==> config.mk <==
export PLATFORM = sky130hd
export DESIGN_NAME = dtau_split_mul
export DESIGN_NICKNAME = d
export VERILOG_FILES = /design/src/hw/rtl/dtau_pkg.sv /design/src/hw/rtl/dtau_split_mul.sv
export SDC_FILE = /design/constraint.sdc
export NUM_CORES = 2
export LEC_CHECK = 0
export ABC_AREA = 1
export ABC_CLOCK_PERIOD_IN_PS = 8300
export CAP_MARGIN = 5
export CORE_UTILIZATION = 35
export CTS_BUF_LIST = sky130_fd_sc_hd__clkbuf_2 sky130_fd_sc_hd__clkbuf_4 sky130_fd_sc_hd__clkbuf_8
export CTS_CLUSTER_SIZE = 30
export DETAILED_ROUTE_END_ITERATION = 10
export DONT_BUFFER_PORTS = 1
export HOLD_SLACK_MARGIN = 0.08
export PLACE_DENSITY_LB_ADDON = 0.12
export REMOVE_ABC_BUFFERS = 1
export SLEW_MARGIN = 20
export SYNTH_ARGS = -nofsm -noshare
export SYNTH_HDL_FRONTEND = slang
export SYNTH_SLANG_ARGS = --single-unit
==> constraint.sdc <==
create_clock -name clock -period 8.3 [get_ports clock]
set_input_delay 0.83 -clock clock [delete_from_list [all_inputs] [get_ports clock]]
set_output_delay 0.83 -clock clock [all_outputs]
set_load 0.03 [all_outputs]
==> src/hw/rtl/dtau_pkg.sv <==
// Shared constants, command codes and types of the distance and triangle area unit.
package dtau_pkg;

   // Default geometry of the data path
   localparam int DEF_COORD_WIDTH   = 16;
   localparam int DEF_FRACTION_BITS = 8;

   // Fixed widths of the result fields
   localparam int CMD_WIDTH      = 2;
   localparam int DIST_WIDTH     = 16;
   localparam int RESULT_WIDTH   = 32;
   localparam int RSP_DATA_WIDTH = 2 * DIST_WIDTH + RESULT_WIDTH;

   typedef logic [CMD_WIDTH-1:0] command_type;

   // Command codes; the fourth code is reserved and yields an all-zero result
   localparam command_type CMD_DISTANCE    = 2'd0;
   localparam command_type CMD_AREA_POINTS = 2'd1;
   localparam command_type CMD_AREA_SIDES  = 2'd2;

endpackage

==> src/hw/rtl/dtau_split_mul.sv <==
// Two-stage wide multiplier built from four half-width partial products.
module dtau_split_mul #(
   parameter int WIDTH     = 2 * dtau_pkg::DEF_COORD_WIDTH + 4,
   parameter int TAG_WIDTH = 1
) (
   input  logic                 clock,
   input  logic                 reset,
   input  logic                 enable,
   input  logic                 in_valid,
   input  logic [WIDTH-1:0]     in_a,
   input  logic [WIDTH-1:0]     in_b,
   input  logic [TAG_WIDTH-1:0] in_tag,
   output logic                 out_valid,
   output logic [2*WIDTH-1:0]   out_product,
   output logic [TAG_WIDTH-1:0] out_tag
);
   import dtau_pkg::*;

   localparam int HALF = WIDTH / 2;
   localparam int HI_W = WIDTH - HALF;
   localparam int PPW  = 2 * HI_W;

   logic [PPW-1:0]       pp_ll_in, pp_lh_in, pp_hl_in, pp_hh_in;
   logic [PPW-1:0]       pp_ll_ff, pp_lh_ff, pp_hl_ff, pp_hh_ff;
   logic                 pp_valid_ff;
   logic [TAG_WIDTH-1:0] pp_tag_ff;
   logic [2*WIDTH-1:0]   product_in, product_ff;
   logic                 product_valid_ff;
   logic [TAG_WIDTH-1:0] product_tag_ff;

   // Form the four partial products
   always_comb begin
      pp_ll_in = PPW'(in_a[HALF-1:0])     * PPW'(in_b[HALF-1:0]);
      pp_lh_in = PPW'(in_a[HALF-1:0])     * PPW'(in_b[WIDTH-1:HALF]);
      pp_hl_in = PPW'(in_a[WIDTH-1:HALF]) * PPW'(in_b[HALF-1:0]);
      pp_hh_in = PPW'(in_a[WIDTH-1:HALF]) * PPW'(in_b[WIDTH-1:HALF]);
   end

   // Weight and add the partial products
   always_comb begin
      product_in = (2*WIDTH)'(pp_ll_ff)
                 + ((2*WIDTH)'(pp_lh_ff) << HALF)
                 + ((2*WIDTH)'(pp_hl_ff) << HALF)
                 + ((2*WIDTH)'(pp_hh_ff) << (2 * HALF));
   end

   always_ff @(posedge clock) begin
      if (reset) begin
         pp_valid_ff      <= 1'b0;
         product_valid_ff <= 1'b0;
      end else if (enable) begin
         pp_valid_ff      <= in_valid;
         product_valid_ff <= pp_valid_ff;
      end
   end

   always_ff @(posedge clock) begin
      if (enable) begin
         pp_ll_ff       <= pp_ll_in;
         pp_lh_ff       <= pp_lh_in;
         pp_hl_ff       <= pp_hl_in;
         pp_hh_ff       <= pp_hh_in;
         pp_tag_ff      <= in_tag;
         product_ff     <= product_in;
         product_tag_ff <= pp_tag_ff;
      end
   end

   assign out_valid   = product_valid_ff;
   assign out_product = product_ff;
   assign out_tag     = product_tag_ff;

endmodule

==> metrics.yaml <==
status:
  outcome: "finished clean"
clock_tree:
  cts_tree: "done"
  path_clk_slew_ns: 0.06
  numCtsBuffers: 44
  ctsLongestPathBuffers: 3
  h-tree-depth: 2
  post_cts_buffers: 0
  cts-root-buf: "clkbuf_8"
  cts.sinks: 220
  hold_buffers: 0
  clkLatencyLatePin_ns: 0.67
  cts_resized: 0
global_routing:
  grt_pass1_vias: 45354
  antenna_found_initial: 1
  gr-usage-met2: 0.361
  busiest_layer: "met2"
  gr-usage-met1: 0.343
  grt_usage: 0.230
  grt_use_met3: 0.0256
  grt_pass1_wl_um: 277000
  grt_max_degree: 222
  grt_remaining_overflow: 0
floorplanning:
  die_h_um: 400
  row_count: 145
  floorplan.die_area_um2: 160000
  io_pins: 151
  start_util: 0.354
  die_x_um: 400
  coreArea_um2: 157000
timing:
  period_share: 0.662
  fin_skew_ns: 0.0456
  max_freq_ghz: 0.182
  slew_violations: 0
  finalSetupViolations: 0
  slew-limit-headroom: 0.604
  tightest_slew_ns: 0.591
  fin_setup_tns_ns: 0
  post-route-min-period_ns: 5.49
  hold_violations: 0
  rsz0062_at_grt: "no"
detailed_routing:
  vias: 42517
  first_iter_violations: 2569
  antenna_left: 0
  vias_per_cell: 4.75
  drtPass1Iterations: 6
  wl_per_cell_um: 19.9
  routed_wl_um: 178000
  route.detailed.drc: 0
critical_path:
  critical_path_class: "in2reg"
  cp_data_required_time_ns: 8.70
  worst-path-max-fanout: 36
  cp-start-kind: "input port"
  reg2regPathDepth: 11
  worst_setup_path_end_kind: "register"
  worstPathArrival_ns: 5.89
run:
  drv_cap: 0
yosys:
  ys_ff_latch: 220
  async_flop_share: 0
  synth_edf_count: 218
  syn_inst: 7091
  synthFlopType: "edfxtp_1"
  ys_seq_area_frac: 0.119
  syn_area_um2: 55400
  yosysWarnings: 0
  synth_cell_types: 40
  avgSynthCellArea_um2: 7.82
layout:
  syn2layout_area_growth_pct: 4.43
  multi_input_comb_area_um2: 40100
  finalNetCount: 8462
  post-route-util: 0.369
  regArea_um2: 6590
  fillCellCount: 16588
  post-route-cell-area_um2: 57900
  drive_gt1_frac: 0.0202
worst_hold_path:
  hold_depth: 1
  min_path_type: "in2reg"
placement:
  numPortBuffers: 0
  placed_area_um2: 56900
  place.gp.congestion: 0.884
  dpl.hpwl_um: 136000
Yosys cell counts (2+ instances only):
master,count,share of area
nand3b_1,8,0.0011
nor2_1,233,0.016
o21ai_1,4,0.00036
or2_1,2,0.00023
nor3_1,31,0.0028
ha_1,476,0.11
inv_2,8,0.00054
nor4_1,4,0.00045
o21bai_1,11,0.0015
a21oi_1,164,0.015
nor2_4,2,0.00041
nor3_4,2,0.00059
and2_1,4,0.00045
fa_1,1061,0.38
nand2_1,2084,0.14
xor2_1,88,0.014
o21ai_0,71,0.0064
dfxtp_1,2,0.00072
xnor2_1,26,0.0041
a21o_1,15,0.0020
nand3_2,7,0.0013
edfxtp_1,218,0.12
nor3_2,3,0.00054
o211ai_1,8,0.0011
nor2_2,18,0.0020
o21ai_2,2,0.00032
inv_1,2040,0.14
clkbuf_1,287,0.019
o21a_1,9,0.0012
nand4_1,38,0.0043
nand2_2,19,0.0021
nand3_1,138,0.012
layout by cell type, fill, tap and decap left out, drive strengths merged, types with 4 or more instances in the layout:
master	n
nand2	2103
inv	2051
clkinv	10
o21a	9
ha	476
clkinvlp	4
o21bai	11
nand3	145
xor2	88
bufinv	4
xnor2	26
or2	4
and2	4
clkbuf	60
nor3	36
nor4	4
nand3b	8
a21o	15
o21ai	77
edfxtp	218
o211ai	8
a21oi	165
fa	1061
nor2	253
nand4	38
registers in the layout, summed over array words and instances, names as in the netlist, 36 cells and up:
name and flops:
out_product 72, pp_hl_ff 36, pp_hh_ff 36, pp_ll_ff 36
pp_lh_ff 36
through the flow:
stage | cells | setup slack [ns] | hold WS [ns]
floorplan | 6802 | 2.95 | 0.400
global placement | 8860 | 2.21 | 0.402
detailed placement | 8860 | 2.25 | 0.405
CTS | 8941 | 2.96 | 0.182
global route | 8942 | 2.57 | 0.204
finish | 8942 | 2.81 | 0.263
worst max-delay path, cell delays in order:
cell	delay, ns
nand2_1	0.07
inv_1	0.05
fa_1	0.54
inv_1	0.05
fa_1	0.46
fa_1	0.53
inv_1	0.06
fa_1	0.51
fa_1	0.49
inv_1	0.05
fa_1	0.48
inv_1	0.04
ha_1	0.41
a21oi_1	0.34
o21ai_0	0.25
a21oi_1	0.31
nor2_1	0.09
nor2_1	0.12
nand2_1	0.07
nand2_1	0.05
nand2_1	0.05
area by class of cell:
| cell class | count | area share |
|---|---|---|
| multi-input cells | 4534 | 0.692 |
| inverters | 2048 | 0.133 |
| flip-flops and latches | 220 | 0.114 |
| well taps | 2058 | 0.0445 |
| clock buffers | 60 | 0.0128 |
| clock inverters | 21 | 0.00396 |
| diodes | 1 | 0.0000432 |
worst paths after layout:
path              slack (ns)         endpoint         start
hold / removal          0.26      pp_valid_ff         reset
setup / recovery        2.81     pp_hl_ff[32]      in_a[31]
setup reg to reg        5.16  out_product[47]  pp_ll_ff[19]
hold reg to reg         0.41   out_product[5]   pp_ll_ff[5]
routing by layer:
layer | vias up | part of all wire
met3 | 159 | 0.060
li1 | 19817 | -
met4 | 0 | 0.019
met5 | - | 0
met1 | 21303 | 0.48
met2 | 1238 | 0.44
kinds of logic after synthesis:
kind of cell             share of synthesized area
flip-flops                                   0.119
AND/OR/NAND/NOR                              0.186
buffers and inverters                        0.158
adder cells (fa/ha/maj)                      0.491
XOR/XNOR                                    0.0180
AO/OA/AOI/OAI                               0.0280
Power is not shown: default switching activity piles up to over one toggle a cycle in this logic, so the estimate is an artifact.
