File: src/hw/rtl/dtau_pkg.sv
// Shared constants, command codes and types of the distance and triangle area unit.
package dtau_pkg;

   // Default geometry of the data path
   localparam int DEF_COORD_WIDTH   = 16;
   localparam int DEF_FRACTION_BITS = 8;

   // Fixed widths of the result fields
   localparam int CMD_WIDTH      = 2;
   localparam int DIST_WIDTH     = 16;
   localparam int RESULT_WIDTH   = 32;
   localparam int RSP_DATA_WIDTH = 2 * DIST_WIDTH + RESULT_WIDTH;

   typedef logic [CMD_WIDTH-1:0] command_type;

   // Command codes; the fourth code is reserved and yields an all-zero result
   localparam command_type CMD_DISTANCE    = 2'd0;
   localparam command_type CMD_AREA_POINTS = 2'd1;
   localparam command_type CMD_AREA_SIDES  = 2'd2;

endpackage

File: src/hw/rtl/dtau_isqrt.sv
// Pipelined floor square root, one root bit resolved per register stage.
module dtau_isqrt #(
   parameter int RAD_WIDTH = 2 * dtau_pkg::DEF_COORD_WIDTH + 2,
   parameter int TAG_WIDTH = 1
) (
   input  logic                   clock,
   input  logic                   reset,
   input  logic                   enable,
   input  logic                   in_valid,
   input  logic [RAD_WIDTH-1:0]   in_radicand,
   input  logic [TAG_WIDTH-1:0]   in_tag,
   output logic                   out_valid,
   output logic [RAD_WIDTH/2-1:0] out_root,
   output logic [TAG_WIDTH-1:0]   out_tag
);
   import dtau_pkg::*;

   localparam int ROOT_WIDTH = RAD_WIDTH / 2;
   localparam int REM_WIDTH  = ROOT_WIDTH + 3;

   logic                  valid_ff [ROOT_WIDTH];
   logic [RAD_WIDTH-1:0]  rad_ff   [ROOT_WIDTH];
   logic [REM_WIDTH-1:0]  rem_ff   [ROOT_WIDTH];
   logic [ROOT_WIDTH-1:0] root_ff  [ROOT_WIDTH];
   logic [TAG_WIDTH-1:0]  tag_ff   [ROOT_WIDTH];

   for (genvar k = 0; k < ROOT_WIDTH; k++) begin : g_step
      logic                  valid_prev;
      logic [RAD_WIDTH-1:0]  rad_prev;
      logic [REM_WIDTH-1:0]  rem_prev;
      logic [ROOT_WIDTH-1:0] root_prev;
      logic [TAG_WIDTH-1:0]  tag_prev;
      logic [REM_WIDTH-1:0]  cur;
      logic [REM_WIDTH-1:0]  trial;
      logic                  fits;
      logic [RAD_WIDTH-1:0]  rad_in;
      logic [REM_WIDTH-1:0]  rem_in;
      logic [ROOT_WIDTH-1:0] root_in;

      // Take the previous stage, or the input beat at the head
      if (k == 0) begin : g_head
         assign valid_prev = in_valid;
         assign rad_prev   = in_radicand;
         assign rem_prev   = '0;
         assign root_prev  = '0;
         assign tag_prev   = in_tag;
      end else begin : g_body
         assign valid_prev = valid_ff[k-1];
         assign rad_prev   = rad_ff[k-1];
         assign rem_prev   = rem_ff[k-1];
         assign root_prev  = root_ff[k-1];
         assign tag_prev   = tag_ff[k-1];
      end

      // Bring down the next bit pair and try the next root bit
      assign cur     = {rem_prev[REM_WIDTH-3:0], rad_prev[RAD_WIDTH-1 -: 2]};
      assign trial   = REM_WIDTH'({root_prev, 2'b01});
      assign fits    = (cur >= trial);
      assign rad_in  = rad_prev << 2;
      assign rem_in  = fits ? (cur - trial) : cur;
      assign root_in = {root_prev[ROOT_WIDTH-2:0], fits};

      always_ff @(posedge clock) begin
         if (reset) begin
            valid_ff[k] <= 1'b0;
         end else if (enable) begin
            valid_ff[k] <= valid_prev;
         end
      end

      always_ff @(posedge clock) begin
         if (enable) begin
            rad_ff[k]  <= rad_in;
            rem_ff[k]  <= rem_in;
            root_ff[k] <= root_in;
            tag_ff[k]  <= tag_prev;
         end
      end
   end

   assign out_valid = valid_ff[ROOT_WIDTH-1];
   assign out_root  = root_ff[ROOT_WIDTH-1];
   assign out_tag   = tag_ff[ROOT_WIDTH-1];

endmodule

File: config.mk
export PLATFORM = sky130hd
export DESIGN_NAME = dtau_isqrt
export DESIGN_NICKNAME = d
export VERILOG_FILES = /design/src/hw/rtl/dtau_pkg.sv /design/src/hw/rtl/dtau_isqrt.sv
export SDC_FILE = /design/constraint.sdc
export NUM_CORES = 1
export LEC_CHECK = 0
export BUFFER_PORTS_ARGS = -buffer_cell sky130_fd_sc_hd__clkbuf_2
export CORE_MARGIN = 4
export CORE_UTILIZATION = 60
export DETAILED_ROUTE_END_ITERATION = 12
export GPL_TIMING_DRIVEN = 0
export PLACE_DENSITY = 0.74
export SYNTH_ARGS = -nofsm -noshare
export SYNTH_HDL_FRONTEND = slang
export SYNTH_SLANG_ARGS = --single-unit
File: constraint.sdc
create_clock -name clock -period 5.3 [get_ports clock]
set_clock_uncertainty 0.15 [all_clocks]
set_input_delay 0.795 -clock clock [delete_from_list [all_inputs] [get_ports clock]]
set_output_delay 0.795 -clock clock [all_outputs]
set_load 0.01 [all_outputs]
==> results.ini <==
[outcome]
status = completed

[pwr]
sw_frac_of_total_pct = 25.66
power.share.clock_pct = 34.1
power.leakage_nw = 14.18
p_int_mw = 10.94
power.density_mw_per_mm2 = 401.4
power_switching_mw = 3.774
p_seq_share_pct = 50.6
ir_worst_vdd_v = 0.0003110
combPwrFrac_pct = 15.3

[setup_path]
slowest_stage = a2111oi_2
crit_top_cell = a21oi_1
path_max_fanout = 10
end_kind = register
r2r_cells = 9
r2r_end = rem_ff[0][248]
path_cells = ha_1 -> nor2b_1 -> o21ai_0 -> a21oi_1 -> a2111oi_2 -> o2111ai_1 -> buf_2 -> nor2_1 -> a21oi_1
critPathKind = reg -> reg
cp-start-kind = register
max_stage_delay_ns = 0.77
critPathBufInv = 1
crit_required_ns = 5.48
arrival_ns = 3.97
r2r_slack_ns = 1.51
r2r-start = rem_ff[0][220]
cp_top_family = compound AO/OA/AOI/OAI gates

[place]
dpl.cell_count = 3188
place_area_sq_mm = 0.03428
dp_hpwl_mm = 39.15
place_congestion = 0.9010
place.port_buffers = 57

[detailed_routing]
wl_per_cell_um = 16.98
maxUsedRoutingLayer = met4
wirelength_mm = 56.43
vias_per_cell = 5.668
met1Wirelength_mm = 25.78
drtIter0Drc = 1158
num_vias = 18841
wl_met3_mm = 2.779
detail-route-antenna-nets = 0
drc = 0
wl_met2_mm = 26.76
drt_pass1_iterations = 7

[timing]
slew_headroom_pct = 27.61
timing.final.crit_period_ns = 3.787
rsz0062_at_grt = no
tightest_slew_ns = 1.085
final_hold_viol_count = 0
max_freq_mhz = 264.1
finalMaxSlewViolations = 0
setup_viol = 0
min_period_over_period_pct = 71.44

[logic_synthesis]
netlist_area_sq_mm = 0.03295
synth.area.mux_share_pct = 1.360
synth_compound_area_share_pct = 8.632
synth-xor-area-share_pct = 5.264
synthSimpleGateAreaFrac_pct = 9.152
ys_warn_count = 0
synth_top_family_by_area = simple AND/OR/NAND/NOR gates
synth-async-reset-ratio_pct = 0
ys_seq_area_share_pct = 66.26
synthAdderAreaFrac_pct = 6.494
synth_fp_nets = 2639
synthCells = 2429
synth_edf_count = 727
synth_ff_type = edfxtp_1
syn_area_per_cell_sq_um = 13.56
synth_seq_cells = 727
ys_types = 80

[cts]
ctsHoldBuffers = 0
worstSkewPairLatency_ns = 0.63
clk_pin_slew_ns = 0.06
cts.path.max_buffers = 3
cts_inserted_buffers = 75
htree_levels = 3
post_cts_buffers = 0
cts_tree = built
root_buffer = clkbuf_16
cts_sinks = 727
post_cts_resized = 0

[layout]
utilization_pct = 67.71
finalInstanceArea_sq_mm = 0.03665
drive_gt1_share_pct = 9.056
nFillCells = 3719
multi_input_area_sq_mm = 0.01018
nNetsFinal = 2779
stdcell_count = 3324
antenna_cells = 0
regArea_sq_mm = 0.02183
synthToLayoutAreaGrowth_pct = 11.24

[die]
initial_utilization_pct = 60.86
core_sq_mm = 0.05413
die_area_sq_mm = 0.05872
die_width_um = 242.3
ios = 58
die_h_um = 242.3
rows = 85

[global_routing]
grt_pass1_wl_mm = 94.10
grt_max_degree = 132
grt_pass1_vias = 18727
grt_usage_pct = 19.42
antenna_found_initial = 0
grt_overflow_total = 0

[hold_path]
hp-class = in -> reg
holdPathStages = 1
worstHoldStart = in_tag
hold_end = tag_ff[0]

[job]
maxCapViolCount = 0

[metrics by stage]
stage               setup slack [ns]  hold WS, ns  setup TNS, ns  total power, mW
floorplan                      2.363       0.2503              0            9.087
CTS                            1.545       0.1533              0            14.83
detailed placement             1.301       0.2545              0            9.773
global route                   1.199       0.1632              0            15.46
global placement              -8.814       0.2503       -5961.43            9.815
finish                         1.513       0.1904              0            14.71
[metal layers]
layer | vias to the layer above | track usage, %
met5 | - | 0
met4 | 0 | 5.754
met3 | 90 | 3.498
met2 | 426 | 31.84
met1 | 9021 | 26.93
li1 | 9304 | -
[cells by family after synthesis]
kind of cell,Yosys count
simple gates,595
compound gates,457
mux,38
flops,727
xor+xnor,198
other cells,1
fa+ha+maj,171
buf+inv,242
[cell usage in the layout (no fill, tap or decap), drive strengths merged, types with 14 or more instances in the layout]
master,netlist,layout
a21oi,161,161
o21ai,104,104
edfxtp,727,727
clkbuf,20,170
or3,26,26
nand2,107,107
and2,23,23
nand4,30,30
a211oi,14,14
xnor2,118,118
nor2b,18,18
nor4,22,22
clkinv,0,35
ha,171,171
a21o,35,35
inv,213,215
buf,9,15
nand2b,30,30
xor2,80,80
mux2,36,36
nor2,168,168
nor3,74,74
o21a,39,39
nand3,35,35
[sequential cells by signal, summed over array words and instances (netlist names)]
name and count:
tag_ff 17, rem_ff 268, rad_ff 272, valid_ff 17, root_ff 153
[power groups by stage]
| stage | registers (mW) | logic [mW] | clock network [mW] |
|---|---|---|---|
| floorplan | 7.44 | 1.65 | 0 |
| detailed placement | 7.56 | 2.21 | 0 |
| global placement | 7.69 | 2.13 | 0 |
| global route | 7.50 | 2.52 | 5.44 |
| finish | 7.44 | 2.26 | 5.01 |
| CTS | 7.44 | 2.24 | 5.15 |
[Yosys cell counts, types with 35 or more instances]
library cell,count,area [sq um]
a21o_1,35,262.8
a21oi_1,160,800.8
edfxtp_1,727,21830
ha_1,171,2140
inv_1,213,799.5
nand2_1,107,401.6
nor2_1,168,630.6
nor3_1,73,365.4
o21a_1,39,292.8
o21ai_0,103,515.5
xnor2_1,118,1033
xor2_1,80,700.7
[layout make-up]
type                    instances  share of cell area, %
flip-flops and latches        727                  59.56
multi-input cells            1460                  27.79
clock buffers                  93                  5.305
well taps                     696                  2.376
inverters                     213                  2.181
repair buffers                 63                  1.253
clock inverters                43                  1.174
plain buffers                  29                 0.3584
[worst reg2reg max path: cells and delay by family, from the launching register on]
kind	cells	cell delay, ns
AND/OR/NAND/NOR	2	0.28
adder cells (fa/ha/maj)	1	0.37
flip-flops	1	0.39
buffers and inverters	1	0.43
AO/OA/AOI/OAI	5	1.89
[worst max-delay path by stage]
stage / to / from / depth (start not counted) / slack [ns]
finish: rem_ff[0][248] / rem_ff[0][220] / 9 / 1.51
global route: rem_ff[0][248] / rem_ff[0][220] / 9 / 1.20
CTS: rem_ff[0][248] / rem_ff[0][220] / 9 / 1.54
detailed placement: rem_ff[0][164] / enable / 5 / 1.30
global placement: valid_ff[0] / enable / 2 / -8.81
floorplan: rem_ff[0][289] / rem_ff[0][260] / 9 / 2.36
Note: power is estimated with default switching activity, not from simulation.
